[config.mk]
export PLATFORM = sky130hd
export DESIGN_NAME = sha1_byte_stream_hasher
export DESIGN_NICKNAME = d
export VERILOG_FILES = /design/src/hdl/sbsh_pkg.sv /design/src/hdl/sbsh_front.sv /design/src/hdl/sbsh_fifo.sv /design/src/hdl/sbsh_round.sv /design/src/hdl/sbsh_back.sv /design/src/hdl/sha1_byte_stream_hasher.sv
export VERILOG_INCLUDE_DIRS = /design/src /design/src/hdl
export SDC_FILE = /design/constraint.sdc
export NUM_CORES = 2
export LEC_CHECK = 0
export ABC_CLOCK_PERIOD_IN_PS = 32299
export BUFFER_PORTS_ARGS = -buffer_cell sky130_fd_sc_hd__buf_2
export CAP_MARGIN = 10
export CORE_UTILIZATION = 55
export DETAILED_ROUTE_END_ITERATION = 10
export GPL_TIMING_DRIVEN = 0
export PLACE_DENSITY = 0.71
export SLEW_MARGIN = 20
export SYNTH_ARGS = -nofsm -noshare
export SYNTH_HDL_FRONTEND = slang
export SYNTH_SLANG_ARGS = --single-unit
[constraint.sdc]
create_clock -name aclk -period 32.3 [get_ports aclk]
set_input_delay 3.23 -clock aclk [delete_from_list [all_inputs] [get_ports aclk]]
set_output_delay 3.23 -clock aclk [all_outputs]
set_load 0.02 [all_outputs]
[src/hdl/sha1_byte_stream_hasher_defines.svh]
// ----------------------------------------------------------------------------
// SHA-1 byte stream hasher: assertion macros
// Shared concurrent assertion helpers, clocked on the rising edge and
// disabled while the active-low reset is asserted.
// ----------------------------------------------------------------------------
`ifndef SHA1_BYTE_STREAM_HASHER_DEFINES_SVH
`define SHA1_BYTE_STREAM_HASHER_DEFINES_SVH

// Same-cycle implication.
`define SBSH_ASSERT_IMP(label, clk, rstn, ante, cons) \
    label: assert property (@(posedge clk) disable iff (!(rstn)) (ante) |-> (cons)) \
        else $error("sbsh: same-cycle check failed");

// Next-cycle implication.
`define SBSH_ASSERT_NXT(label, clk, rstn, ante, cons) \
    label: assert property (@(posedge clk) disable iff (!(rstn)) (ante) |=> (cons)) \
        else $error("sbsh: next-cycle check failed");

`endif

[src/hdl/sbsh_pkg.sv]
// ----------------------------------------------------------------------------
// SHA-1 byte stream hasher: package
// Item and control types and the fixed SHA-1 constants.
// ----------------------------------------------------------------------------
`timescale 1ns / 1ps
`default_nettype none

package sbsh_pkg;

    localparam int WORD_W    = 32;
    localparam int NUM_WORDS = 5;
    localparam int BLOCK_W   = 512;
    localparam int LEN_W     = 64;

    typedef logic [WORD_W-1:0] word_t;
    typedef logic [0:NUM_WORDS-1][WORD_W-1:0] chain_t;

    // initial chaining value, h0 first
    localparam chain_t CHAIN_IV = '{
        32'h67452301, 32'hEFCDAB89, 32'h98BADCFE, 32'h10325476, 32'hC3D2E1F0
    };

    localparam word_t K_R0 = 32'h5A827999;
    localparam word_t K_R1 = 32'h6ED9EBA1;
    localparam word_t K_R2 = 32'h8F1BBCDC;
    localparam word_t K_R3 = 32'hCA62C1D6;

    // round counter and round group boundaries
    localparam logic [6:0] RND_FIRST  = 7'd0;
    localparam logic [6:0] RND_GRP1   = 7'd20;
    localparam logic [6:0] RND_GRP2   = 7'd40;
    localparam logic [6:0] RND_GRP3   = 7'd60;
    localparam logic [6:0] RND_LAST   = 7'd79;

    localparam logic [5:0] FILL_LAST  = 6'd63;
    localparam logic [5:0] FILL_LEN   = 6'd56;
    localparam logic [7:0] PAD_BYTE   = 8'h80;
    localparam logic [7:0] ZERO_BYTE  = 8'h00;

    localparam logic [2:0] IDX_LAST   = 3'd4;
    localparam logic [2:0] IDX_DONE   = 3'd5;

    typedef enum logic [0:0] {
        OP_BYTE   = 1'b0,
        OP_FINISH = 1'b1
    } op_t;

    typedef struct packed {
        op_t        op;
        logic [7:0] data;
    } item_t;

    // commands from the sequencer to the round unit
    typedef struct packed {
        logic             shift_byte;
        logic [7:0]       byte_val;
        logic             shift_len;
        logic [LEN_W-1:0] len_val;
        logic             start;
        logic             restart;
    } rnd_ctl_t;

    typedef struct packed {
        logic busy;
    } rnd_sts_t;

endpackage

`default_nettype wire

[src/hdl/sbsh_front.sv]
// ----------------------------------------------------------------------------
// SHA-1 byte stream hasher: front end
// Registers each input transaction, classifies it as data or finish and
// hands it to the queue.
// ----------------------------------------------------------------------------
`timescale 1ns / 1ps
`default_nettype none

module sbsh_front (
    input  wire                 aclk,
    input  wire                 aresetn,
    input  wire                 s_valid,
    output logic                s_ready,
    input  wire                 s_kind,
    input  wire  [7:0]          s_data_byte,
    output logic                q_wr_valid,
    input  wire                 q_wr_ready,
    output sbsh_pkg::item_t     q_wr_item
);
    import sbsh_pkg::*;

    logic  hold_valid_reg, hold_valid_next;
    item_t hold_item_reg, hold_item_next;
    item_t in_item;

    always_comb begin
        in_item.op   = s_kind ? OP_FINISH : OP_BYTE;
        in_item.data = s_kind ? ZERO_BYTE : s_data_byte;
    end

    assign s_ready    = !hold_valid_reg || q_wr_ready;
    assign q_wr_valid = hold_valid_reg;
    assign q_wr_item  = hold_item_reg;

    always_comb begin
        hold_valid_next = hold_valid_reg;
        hold_item_next  = hold_item_reg;
        if (hold_valid_reg && q_wr_ready) begin
            hold_valid_next = 1'b0;
        end
        if (s_valid && s_ready) begin
            hold_valid_next = 1'b1;
            hold_item_next  = in_item;
        end
    end

    always_ff @(posedge aclk) begin
        if (!aresetn) begin
            hold_valid_reg <= 1'b0;
        end else begin
            hold_valid_reg <= hold_valid_next;
        end
        hold_item_reg <= hold_item_next;
    end

endmodule

`default_nettype wire

[src/hdl/sbsh_fifo.sv]
// ----------------------------------------------------------------------------
// SHA-1 byte stream hasher: item queue
// Short first-in first-out queue between the front end and the sequencer.
// ----------------------------------------------------------------------------
`timescale 1ns / 1ps
`default_nettype none

module sbsh_fifo #(
    parameter int DEPTH = 4
) (
    input  wire                 aclk,
    input  wire                 aresetn,
    input  wire                 wr_valid,
    output logic                wr_ready,
    input  sbsh_pkg::item_t     wr_item,
    output logic                rd_valid,
    input  wire                 rd_ready,
    output sbsh_pkg::item_t     rd_item
);
    import sbsh_pkg::*;

    localparam int ADDR_W = (DEPTH > 1) ? $clog2(DEPTH) : 1;
    localparam int CNT_W  = $clog2(DEPTH + 1);

    item_t             mem_reg [DEPTH];
    logic [ADDR_W-1:0] wr_ptr_reg, wr_ptr_next;
    logic [ADDR_W-1:0] rd_ptr_reg, rd_ptr_next;
    logic [CNT_W-1:0]  count_reg, count_next;
    logic              do_wr, do_rd;

    assign wr_ready = (count_reg != CNT_W'(DEPTH));
    assign rd_valid = (count_reg != '0);
    assign rd_item  = mem_reg[rd_ptr_reg];
    assign do_wr    = wr_valid && wr_ready;
    assign do_rd    = rd_valid && rd_ready;

    always_comb begin
        wr_ptr_next = wr_ptr_reg;
        rd_ptr_next = rd_ptr_reg;
        count_next  = count_reg;
        if (do_wr) begin
            wr_ptr_next = (wr_ptr_reg == ADDR_W'(DEPTH - 1)) ? '0 : wr_ptr_reg + ADDR_W'(1);
        end
        if (do_rd) begin
            rd_ptr_next = (rd_ptr_reg == ADDR_W'(DEPTH - 1)) ? '0 : rd_ptr_reg + ADDR_W'(1);
        end
        if (do_wr && !do_rd) begin
            count_next = count_reg + CNT_W'(1);
        end else if (do_rd && !do_wr) begin
            count_next = count_reg - CNT_W'(1);
        end
    end

    always_ff @(posedge aclk) begin
        if (!aresetn) begin
            wr_ptr_reg <= '0;
            rd_ptr_reg <= '0;
            count_reg  <= '0;
        end else begin
            wr_ptr_reg <= wr_ptr_next;
            rd_ptr_reg <= rd_ptr_next;
            count_reg  <= count_next;
        end
        if (do_wr) begin
            mem_reg[wr_ptr_reg] <= wr_item;
        end
    end

endmodule

`default_nettype wire

[src/hdl/sbsh_round.sv]
// ----------------------------------------------------------------------------
// SHA-1 byte stream hasher: round unit
// 512-bit block window doubling as the message schedule, one SHA-1 round
// per cycle, and the five chaining words.
// ----------------------------------------------------------------------------
`timescale 1ns / 1ps
`default_nettype none
`include "sha1_byte_stream_hasher_defines.svh"

module sbsh_round (
    input  wire                 aclk,
    input  wire                 aresetn,
    input  sbsh_pkg::rnd_ctl_t  ctl,
    output sbsh_pkg::rnd_sts_t  sts,
    output sbsh_pkg::chain_t    chain
);
    import sbsh_pkg::*;

    logic [BLOCK_W-1:0] win_reg, win_next;
    chain_t             chain_reg, chain_next;
    word_t              a_reg, b_reg, c_reg, d_reg, e_reg;
    word_t              a_next, b_next, c_next, d_next, e_next;
    logic [6:0]         rnd_reg, rnd_next;
    logic               busy_reg, busy_next;
    logic               add_reg, add_next;

    word_t w0, w2, w8, w13, w_mix, w_new;
    word_t f_val, k_val, t_val;
    logic  in_rounds;

    // window word j sits at bits [511-32j -: 32]; word 0 is the current W[t]
    assign w0    = win_reg[511:480];
    assign w2    = win_reg[447:416];
    assign w8    = win_reg[255:224];
    assign w13   = win_reg[95:64];
    assign w_mix = w13 ^ w8 ^ w2 ^ w0;
    assign w_new = {w_mix[30:0], w_mix[31]};

    assign in_rounds = busy_reg && !add_reg;

    always_comb begin
        if (rnd_reg < RND_GRP1) begin
            f_val = (b_reg & c_reg) | (~b_reg & d_reg);
            k_val = K_R0;
        end else if (rnd_reg < RND_GRP2) begin
            f_val = b_reg ^ c_reg ^ d_reg;
            k_val = K_R1;
        end else if (rnd_reg < RND_GRP3) begin
            f_val = (b_reg & c_reg) | (b_reg & d_reg) | (c_reg & d_reg);
            k_val = K_R2;
        end else begin
            f_val = b_reg ^ c_reg ^ d_reg;
            k_val = K_R3;
        end
        t_val = {a_reg[26:0], a_reg[31:27]} + f_val + e_reg + k_val + w0;
    end

    always_comb begin
        win_next   = win_reg;
        chain_next = chain_reg;
        a_next     = a_reg;
        b_next     = b_reg;
        c_next     = c_reg;
        d_next     = d_reg;
        e_next     = e_reg;
        rnd_next   = rnd_reg;
        busy_next  = busy_reg;
        add_next   = add_reg;

        if (ctl.shift_byte) begin
            win_next = {win_reg[BLOCK_W-9:0], ctl.byte_val};
        end else if (ctl.shift_len) begin
            win_next = {win_reg[BLOCK_W-LEN_W-1:0], ctl.len_val};
        end else if (in_rounds) begin
            win_next = {win_reg[BLOCK_W-WORD_W-1:0], w_new};
        end

        if (ctl.start) begin
            a_next    = chain_reg[0];
            b_next    = chain_reg[1];
            c_next    = chain_reg[2];
            d_next    = chain_reg[3];
            e_next    = chain_reg[4];
            rnd_next  = RND_FIRST;
            busy_next = 1'b1;
            add_next  = 1'b0;
        end else if (in_rounds) begin
            a_next   = t_val;
            b_next   = a_reg;
            c_next   = {b_reg[1:0], b_reg[31:2]};
            d_next   = c_reg;
            e_next   = d_reg;
            rnd_next = rnd_reg + 7'd1;
            if (rnd_reg == RND_LAST) begin
                add_next = 1'b1;
            end
        end else if (add_reg) begin
            chain_next[0] = chain_reg[0] + a_reg;
            chain_next[1] = chain_reg[1] + b_reg;
            chain_next[2] = chain_reg[2] + c_reg;
            chain_next[3] = chain_reg[3] + d_reg;
            chain_next[4] = chain_reg[4] + e_reg;
            busy_next     = 1'b0;
            add_next      = 1'b0;
        end

        if (ctl.restart) begin
            chain_next = CHAIN_IV;
        end
    end

    always_ff @(posedge aclk) begin
        if (!aresetn) begin
            chain_reg <= CHAIN_IV;
            busy_reg  <= 1'b0;
            add_reg   <= 1'b0;
            rnd_reg   <= RND_FIRST;
        end else begin
            chain_reg <= chain_next;
            busy_reg  <= busy_next;
            add_reg   <= add_next;
            rnd_reg   <= rnd_next;
        end
        win_reg <= win_next;
        a_reg   <= a_next;
        b_reg   <= b_next;
        c_reg   <= c_next;
        d_reg   <= d_next;
        e_reg   <= e_next;
    end

    assign sts.busy = busy_reg;
    assign chain    = chain_reg;

    `SBSH_ASSERT_IMP(a_rnd_in_range, aclk, aresetn, in_rounds, rnd_reg <= RND_LAST)
    `SBSH_ASSERT_NXT(a_add_ends_busy, aclk, aresetn, add_reg, !busy_reg)
    `SBSH_ASSERT_NXT(a_start_arms, aclk, aresetn, ctl.start, busy_reg && rnd_reg == RND_FIRST)

endmodule

`default_nettype wire

[src/hdl/sbsh_back.sv]
// ----------------------------------------------------------------------------
// SHA-1 byte stream hasher: sequencer
// Feeds bytes into the block window, counts the message length, runs the
// padding, starts compressions and sends the digest words out.
// ----------------------------------------------------------------------------
`timescale 1ns / 1ps
`default_nettype none
`include "sha1_byte_stream_hasher_defines.svh"

module sbsh_back (
    input  wire                 aclk,
    input  wire                 aresetn,
    input  wire                 q_valid,
    output logic                q_pop,
    input  sbsh_pkg::item_t     q_item,
    output sbsh_pkg::rnd_ctl_t  ctl,
    input  sbsh_pkg::rnd_sts_t  sts,
    input  sbsh_pkg::chain_t    chain,
    output logic                m_valid,
    input  wire                 m_ready,
    output logic [31:0]         m_digest_word,
    output logic [2:0]          m_word_index,
    output logic                m_last_word
);
    import sbsh_pkg::*;

    typedef enum logic [5:0] {
        ST_IDLE     = 6'b000001,
        ST_CMP_DATA = 6'b000010,
        ST_PAD      = 6'b000100,
        ST_CMP_PAD  = 6'b001000,
        ST_CMP_LEN  = 6'b010000,
        ST_OUT      = 6'b100000
    } state_t;

    state_t           state_reg, state_next;
    logic [5:0]       fill_reg, fill_next;
    logic [LEN_W-1:0] bits_reg, bits_next;
    logic [2:0]       idx_reg, idx_next;
    logic             m_valid_reg, m_valid_next;
    word_t            m_word_reg, m_word_next;
    logic [2:0]       m_index_reg, m_index_next;
    logic             m_last_reg, m_last_next;

    always_comb begin
        state_next   = state_reg;
        fill_next    = fill_reg;
        bits_next    = bits_reg;
        idx_next     = idx_reg;
        m_valid_next = m_valid_reg;
        m_word_next  = m_word_reg;
        m_index_next = m_index_reg;
        m_last_next  = m_last_reg;
        q_pop        = 1'b0;
        ctl          = '0;

        unique case (state_reg)
            ST_IDLE: begin
                if (q_valid) begin
                    q_pop          = 1'b1;
                    ctl.shift_byte = 1'b1;
                    fill_next      = fill_reg + 6'd1;
                    if (q_item.op == OP_BYTE) begin
                        ctl.byte_val = q_item.data;
                        bits_next    = bits_reg + 64'd8;
                        if (fill_reg == FILL_LAST) begin
                            ctl.start  = 1'b1;
                            state_next = ST_CMP_DATA;
                        end
                    end else begin
                        ctl.byte_val = PAD_BYTE;
                        if (fill_reg == FILL_LAST) begin
                            ctl.start  = 1'b1;
                            state_next = ST_CMP_PAD;
                        end else begin
                            state_next = ST_PAD;
                        end
                    end
                end
            end
            ST_CMP_DATA: begin
                if (!sts.busy) begin
                    state_next = ST_IDLE;
                end
            end
            ST_PAD: begin
                if (fill_reg == FILL_LEN) begin
                    ctl.shift_len = 1'b1;
                    ctl.len_val   = bits_reg;
                    ctl.start     = 1'b1;
                    state_next    = ST_CMP_LEN;
                end else begin
                    ctl.shift_byte = 1'b1;
                    ctl.byte_val   = ZERO_BYTE;
                    fill_next      = fill_reg + 6'd1;
                    if (fill_reg == FILL_LAST) begin
                        ctl.start  = 1'b1;
                        state_next = ST_CMP_PAD;
                    end
                end
            end
            ST_CMP_PAD: begin
                if (!sts.busy) begin
                    state_next = ST_PAD;
                end
            end
            ST_CMP_LEN: begin
                if (!sts.busy) begin
                    idx_next   = '0;
                    state_next = ST_OUT;
                end
            end
            ST_OUT: begin
                if (!m_valid_reg || m_ready) begin
                    if (idx_reg != IDX_DONE) begin
                        m_valid_next = 1'b1;
                        m_word_next  = chain[idx_reg];
                        m_index_next = idx_reg;
                        m_last_next  = (idx_reg == IDX_LAST);
                        idx_next     = idx_reg + 3'd1;
                    end else begin
                        // last word gone: back to a fresh message
                        m_valid_next = 1'b0;
                        ctl.restart  = 1'b1;
                        fill_next    = '0;
                        bits_next    = '0;
                        state_next   = ST_IDLE;
                    end
                end
            end
            default: begin
                state_next = ST_IDLE;
            end
        endcase
    end

    always_ff @(posedge aclk) begin
        if (!aresetn) begin
            state_reg   <= ST_IDLE;
            fill_reg    <= '0;
            bits_reg    <= '0;
            idx_reg     <= '0;
            m_valid_reg <= 1'b0;
        end else begin
            state_reg   <= state_next;
            fill_reg    <= fill_next;
            bits_reg    <= bits_next;
            idx_reg     <= idx_next;
            m_valid_reg <= m_valid_next;
        end
        m_word_reg  <= m_word_next;
        m_index_reg <= m_index_next;
        m_last_reg  <= m_last_next;
    end

    assign m_valid       = m_valid_reg;
    assign m_digest_word = m_word_reg;
    assign m_word_index  = m_index_reg;
    assign m_last_word   = m_last_reg;

    `SBSH_ASSERT_IMP(a_pop_idle, aclk, aresetn, q_pop, state_reg == ST_IDLE)
    `SBSH_ASSERT_IMP(a_out_state, aclk, aresetn, m_valid_reg, state_reg == ST_OUT)
    `SBSH_ASSERT_IMP(a_start_free, aclk, aresetn, ctl.start, !sts.busy)
    `SBSH_ASSERT_IMP(a_start_full, aclk, aresetn, ctl.start, ctl.shift_byte || ctl.shift_len)

endmodule

`default_nettype wire

[src/hdl/sha1_byte_stream_hasher.sv]
// ----------------------------------------------------------------------------
// SHA-1 byte stream hasher
// Input channel s_*: one transaction per message byte (s_kind = 0) or one
// finish transaction (s_kind = 1, s_data_byte ignored). Output channel m_*:
// five digest words h0..h4 per finish, m_last_word set on h4.
// A byte passes the input register and queue and is then shifted into the
// block window, one byte per cycle while the sequencer is idle. Each full
// block then occupies the single round unit for its 80 rounds and the
// chaining add, while the sequencer takes no bytes; the queue absorbs
// short bursts. A finish pads one zero byte per cycle, runs one or two
// compressions and, once the last one ends, passes through ST_OUT and
// registers h0 in the output register.
// A stalled receiver holds the output register and the sequencer; the queue
// then fills and s_ready drops. Reset (aresetn low, synchronous) empties the
// queue and loads the initial chaining value for a new message.
// ----------------------------------------------------------------------------
`timescale 1ns / 1ps
`default_nettype none

module sha1_byte_stream_hasher #(
    parameter int QUEUE_DEPTH = 4
) (
    input  wire          aclk,
    input  wire          aresetn,
    input  wire          s_valid,
    output logic         s_ready,
    input  wire          s_kind,
    input  wire  [7:0]   s_data_byte,
    output logic         m_valid,
    input  wire          m_ready,
    output logic [31:0]  m_digest_word,
    output logic [2:0]   m_word_index,
    output logic         m_last_word
);
    import sbsh_pkg::*;

    logic     q_wr_valid, q_wr_ready;
    item_t    q_wr_item;
    logic     q_rd_valid, q_rd_ready;
    item_t    q_rd_item;
    rnd_ctl_t rnd_ctl;
    rnd_sts_t rnd_sts;
    chain_t   chain;

    sbsh_front u_front (
        .aclk        (aclk),
        .aresetn     (aresetn),
        .s_valid     (s_valid),
        .s_ready     (s_ready),
        .s_kind      (s_kind),
        .s_data_byte (s_data_byte),
        .q_wr_valid  (q_wr_valid),
        .q_wr_ready  (q_wr_ready),
        .q_wr_item   (q_wr_item)
    );

    sbsh_fifo #(
        .DEPTH (QUEUE_DEPTH)
    ) u_fifo (
        .aclk     (aclk),
        .aresetn  (aresetn),
        .wr_valid (q_wr_valid),
        .wr_ready (q_wr_ready),
        .wr_item  (q_wr_item),
        .rd_valid (q_rd_valid),
        .rd_ready (q_rd_ready),
        .rd_item  (q_rd_item)
    );

    sbsh_round u_round (
        .aclk    (aclk),
        .aresetn (aresetn),
        .ctl     (rnd_ctl),
        .sts     (rnd_sts),
        .chain   (chain)
    );

    sbsh_back u_back (
        .aclk          (aclk),
        .aresetn       (aresetn),
        .q_valid       (q_rd_valid),
        .q_pop         (q_rd_ready),
        .q_item        (q_rd_item),
        .ctl           (rnd_ctl),
        .sts           (rnd_sts),
        .chain         (chain),
        .m_valid       (m_valid),
        .m_ready       (m_ready),
        .m_digest_word (m_digest_word),
        .m_word_index  (m_word_index),
        .m_last_word   (m_last_word)
    );

endmodule

`default_nettype wire

### Word level (Yosys, flattened, before mapping)

Memories as Yosys holds them, arrays and structs flattened. A register that Yosys moved wholly into a read port is not among the register bits.
Cells that the tools add are included.

* memories kept: 1
* memory bits (writable): 36
* flip-flop bits (word level): 974
* bits in latches: 0
* ROM bits: 0
* bits of input ports: 13

Memories
* u_fifo.mem_reg: depth 4, bits a word 9, rd ports 1, clocked after memory_dff 1, wr ports 1, line sbsh_fifo.sv:25 `item_t mem_reg [DEPTH];`

* equality and inequality tests: 26
* add/sub/neg operators: 17
* bitwise logic cells: 17
* shift operators: 0
* div/mod/pow operators: 0
* reductions and logical operators: 33
* multipliers: 0
* mux-type cells: 78
* magnitude comparators: 4

Operators with widths (number)
* $mux 512: 3
* $mux 32: 17
* $add 32x32->32: 9
* $mux 64: 4
* $xor 32x32->32: 5
* $mux 65: 2
* $and 32x32->32: 4
* $pmux 64 s2: 1
* $bmux 32 s3: 1
* $or 32x32->32: 3
* $mux 6: 14
* $add 64x4->64 const B: 1
* $pmux 6 s6: 1
* $not 32->32: 1
* $mux 31: 1
* $eq 6x6->1 const B: 3
* $mux 9: 2
* $pmux 6 s3: 1
* $pmux 9 s2: 1
* $mux 1: 17
* $ne 2x2->1 const B: 8
* $mux 3: 5
* $lt 7x6->1 const B: 2
* $reduce_bool 2->1: 6
* other kinds (36): 63

### Depth between registers and ports, before layout

* word-level depth: 12
* mapped depth: 27

### Cells and area by module

From an unflattened synthesis, not the netlist that was laid out.

* cell total of the unflattened synthesis: 5933
* area, all modules: 60601.9 µm²

Modules (own cells, without submodules)
* sbsh_round: instances 1, cells each 5078, seq. area each 23562.6 µm², area each 51687.1 µm²
* sbsh_back: instances 1, cells each 735, seq. area each 2622.5 µm², area each 6759.0 µm²
* sbsh_fifo: instances 1, cells each 98, seq. area each 1261.2 µm², area each 1778.0 µm²
* sbsh_front: instances 1, cells each 22, seq. area each 290.3 µm², area each 377.9 µm²

### Least setup slack after synthesis

OpenSTA, ideal clock, no wires.

* path kind: register -> register
* from: register u_fifo.count_reg[2]
* to: register u_round.win_reg[0] (enable)
* library setup time: 4.919 ns
* data arrival time: 12.335 ns
* setup slack: 15.046 ns
* cell stages (with the launch flop): 4
* path through: dfxtp_1 > or3_1 > nand4b_4 > nand3_1

* cells in the longest elaborated chain, start to end: 4

RTL lines
* start: declaration: line sbsh_fifo.sv:28 `logic [CNT_W-1:0] count_reg, count_next;`
* start signal: assignment: line sbsh_fifo.sv:62 `count_reg <= count_next;`
* $reduce_bool 3->1: line sbsh_fifo.sv:32 `assign rd_valid = (count_reg != '0);`
* $mux 9: line sbsh_back.sv:59 `if (q_valid) begin`
* $pmux 9 s2: line sbsh_back.sv:57 `unique case (state_reg)`
* $reduce_bool 3->1 (no source line)
* end signal: assignment: line sbsh_round.sv:124 `win_reg <= win_next;`
* end: declaration: line sbsh_round.sv:19 `logic [BLOCK_W-1:0] win_reg, win_next;`

Every way passes these cells.
A chain may end at the register's enable or synchronous reset.

### Worst setup path after layout

* from: register u_round.rnd_reg[4]
* to: register u_round.a_reg[31], data pin

* cells in the longest elaborated chain, start to end: 10
* elaborated cells between the ends (all ways): 15
* those cells by class: add/sub (4); order compare (3); mux (8)

RTL lines
* start: declaration: line sbsh_round.sv:23 `logic [6:0] rnd_reg, rnd_next;`
* start signal: assignment: line sbsh_round.sv:122 `rnd_reg <= rnd_next;`
* $lt 7x6->1: line sbsh_round.sv:48 `end else if (rnd_reg < RND_GRP3) begin`
* $mux 32: line sbsh_round.sv:48
* $mux 32: line sbsh_round.sv:45 `end else if (rnd_reg < RND_GRP2) begin`
* $mux 32: line sbsh_round.sv:42 `if (rnd_reg < RND_GRP1) begin`
* $add 32x32->32 (2 in series): line sbsh_round.sv:55 `t_val = {a_reg[26:0], a_reg[31:27]} + f_val + e_reg + k_val + w0;`
* $add 32x32->32 * (2 in series): line sbsh_round.sv:55
* $mux 32 *: line sbsh_round.sv:87 `end else if (in_rounds) begin`
* $mux 32 *: line sbsh_round.sv:78 `if (ctl.start) begin`
* named net u_round.a_next[31]: line sbsh_round.sv:22 `word_t a_next, b_next, c_next, d_next, e_next;`
* end signal: assignment: line sbsh_round.sv:125 `a_reg <= a_next;`
* end: declaration: line sbsh_round.sv:21 `word_t a_reg, b_reg, c_reg, d_reg, e_reg;`

The timed path passes the listed nets; every way through them passes the cells marked *. The select of a mux whose other input is x is not followed.

==> impl_metrics.csv <==
group,metric,value,unit
timing,fin_setup_tns,0,ns
critical_path,r2r_end,"u_round.a_reg[31]",
synth,syn_area_per_cell,9.90,µm²
floorplan,fp.dieArea,110000,µm²
synth,synth-seq-cells,1009,
clock_tree,cts_buffers,109,
cells_and_area,final_layout_size_suffix_gt1_share,4.96,%
critical_path,criticalPathCategory,"register to register",
floorplan,ios,51,
routing,num_vias,48700,
power,p_leak,23.9,nW
global_routing,grt_usage,37.1,%
clock_tree,clockBufferDepth,3,
clock_tree,cts_tree,"done",
timing,drv_slew,0,
place,portBuffers,50,
timing,fin_crit_sh,28.1,%
place,place_area,62200,µm²
critical_path,r2r_start,"u_round.rnd_reg[4]",
timing,hold_ws,0.468,ns
place,gp_congestion,1.03,
synth,synth_edf_count,753,
clock_tree,path_clk_slew,0.06,ns
clock_tree,cts_setup_buffers,0,
synth,yosys.cell_types.count,77,
cells_and_area,final_nets,6588,
critical_path,cp-endpoint,"u_round.a_reg[31]",
cells_and_area,fin_area,65900,µm²
cells_and_area,synthToLayoutAreaGrowth,10.3,%
clock_tree,clock-sinks,1009,
clock_tree,cts_resized,0,
floorplan,core_area,107000,µm²
critical_path,worstPathRequired,32.74,ns
timing,hold_viol,0,
critical_path,worstRegToRegCells,26,
synth,synth_flop_cell,"edfxtp_1",
critical_path,end_kind,"register",
worst_hold_path,hp-class,"register to register",
routing,dr.pass1.iters,6,
critical_path,crit_fanout,8,
global_routing,grt_pass1_wl,301000,µm
routing,via_per_inst,6.31,
global_routing,grt_max_degree,52,
global_routing,grt-ovfl-total,0,
routing,totalWireLength,208000,µm
cells_and_area,largest_reg_flops,512,
global_routing,grt_pass1_vias,46700,
routing,drt_iter0_markers,5861,
timing,fin_skew,0.0511,ns
timing,min_period,9.08,ns
synth,async_flop_share,0,%
timing,fmax,110,MHz
synth,seq_area_frac_synth,46.4,%
job,cap_viol_max_count,0,
synth,synth_top_area_cell,"edfxtp_1",
global_routing,antenna_found_initial,2,
clock_tree,cts_hold_buf,0,
timing,worstMarginPinSlew,1.25,ns
floorplan,num_rows,120,
clock_tree,clock_latency,0.74,ns
synth,ys_warn_count,0,
timing,rsz0062_at_grt,"false",
floorplan,die_w,332,µm
critical_path,cp-startpoint,"u_round.rnd_reg[4]",
power,power_density,91.2,nW/µm²
routing,routedWlPerCell,26.9,µm
place,dp_hpwl,160000,µm
critical_path,rrSetupSlack,23.22,ns
routing,drcViolationCount,0,
synth,synthesis.nets,6410,
critical_path,worstPathArrival,9.52,ns
routing,antenna_left,0,
timing,slew_headroom,16.4,%
clock_tree,cts_max_level,3,
synth,synth_area,59800,µm²
synth,syn-instance-count,6039,
outcome,status,"completed",
power,ir_worst_vdd,0.0784,mV
critical_path,startpoint_type,"register",
floorplan,die_height,332,µm
synth,synth_top_area_share,37.8,%
floorplan,start_util,55.7,%
timing,finalSetupViolCount,0,
clock_tree,cts-root-buf,"clkbuf_16",
synth,ys_top_cells_by_area,"edfxtp_1, dfxtp_1, mux2i_1",
==> cell families (layout without fill, tap and decap cells) <==
family	after synthesis	count (layout)	share of synthesized area (%)
AO/OA/AOI/OAI	1383	1383	13.3
XOR/XNOR	300	300	4.40
adder cells (fa/ha/maj)	358	358	9.07
buffers and inverters	585	860	3.68
flip-flops	1009	1009	46.4
multiplexers	537	537	9.86
other	0	2	0
AND/OR/NAND/NOR	1867	1867	13.2
==> cell usage after synthesis, drive strengths merged, types with 69 or more instances <==
library cell,instances
xnor2,198
fa,125
xor2,102
a21oi,293
inv,273
clkbuf,288
ha,233
dfxtp,256
nand2,1214
mux2i,494
edfxtp,753
nor2,278
o21ai,733
nand3,69
==> per-layer routing <==
metal / vias up / wire, µm / GRT usage, %
met5: - / 17 / 0
met1: 23500 / 76100 / 45.8
met2: 2860 / 96100 / 60.6
met3: 641 / 19600 / 6.01
met4: 2 / 15900 / 24.1
li1: 21800 / - / -
==> how the worst min path moves through the flow <==
stage / to / cells after the start / slack (ns) / startpoint
final: u_back.m_word_index[2] / 0 / 0.47 / u_back.idx_reg[2]
after global routing: u_back.m_word_index[2] / 0 / 0.47 / u_back.idx_reg[2]
after CTS: u_back.m_word_index[1] / 0 / 0.47 / u_back.idx_reg[1]
after detailed placement: u_back.m_word_index[1] / 0 / 0.45 / u_back.idx_reg[1]
after global placement: u_back.m_word_index[1] / 0 / 0.45 / u_back.idx_reg[1]
after floorplan: u_back.m_word_index[2] / 0 / 0.43 / u_back.idx_reg[2]
==> per-stage QoR <==
step                      util [%]  setup slack, ns  total power, W  instances
after floorplan                  -            15.05         0.00402       6039
after global placement        57.5             7.92         0.00496       7492
after detailed placement      57.9            23.21         0.00462       7508
after CTS                     61.4            23.14         0.00593       7716
after global routing          61.4            22.83         0.00624       7717
final                         61.4            23.22         0.00601       7719
==> critical path: stages, from the launching register on <==
cell and delay, ns:
dfxtp_1 0.29, clkbuf_1 0.18, a41oi_1 0.82, inv_1 0.50, nor2_1 0.41, clkinv_1 0.38, nand2_1 0.52, buf_1 0.51
buf_8 0.24, nor2_1 0.06, nor2_1 0.20, fa_1 0.49, fa_1 0.56, inv_1 0.07, fa_1 0.53, inv_1 0.04
ha_1 0.32, nor2b_1 0.14, o21ai_0 0.23, a21boi_0 0.26, o2111ai_1 0.49, a31oi_1 0.27, o31ai_1 0.61, o2111ai_1 0.22
a21oi_1 0.23, xnor2_1 0.13, o21ai_0 0.08
==> layout by cell type, fill, tap and decap left out, drive strengths merged, types with 32 or more instances in the layout <==
cell / netlist / final
and3: 32 / 32
ha: 233 / 233
clkbuf: 288 / 431
a21oi: 293 / 293
o21a: 37 / 37
xnor2: 198 / 198
fa: 125 / 125
xor2: 102 / 102
o211ai: 49 / 49
a21o: 67 / 67
edfxtp: 753 / 753
mux4: 41 / 41
clkinv: 1 / 46
nor2b: 65 / 65
nand3: 69 / 69
or3: 40 / 40
buf: 23 / 89
o21ai: 733 / 733
nor3: 44 / 44
dfxtp: 256 / 256
nor2: 278 / 278
nand2: 1214 / 1214
inv: 273 / 274
mux2i: 494 / 494
==> power breakdown <==
group,switching (W),total [W],internal (W)
sequential,0.000591,0.00271,0.00212
clock,0.000564,0.00132,0.000754
combinational,0.00128,0.00198,0.000695
total,0.00244,0.00601,0.00357
==> cell type report <==
type                       instances  area [µm²]
timing repair buffer              67         643
buffer                           311        1180
tap                             1403        1760
fill                            8965       41400
clock inverter                    65         747
inverter                         274        1030
multi-input combinational       4445       29800
sequential                      1009       27700
clock buffer                     143        2970
antenna                            2        5.00
Power figures use the tool's default switching activity.
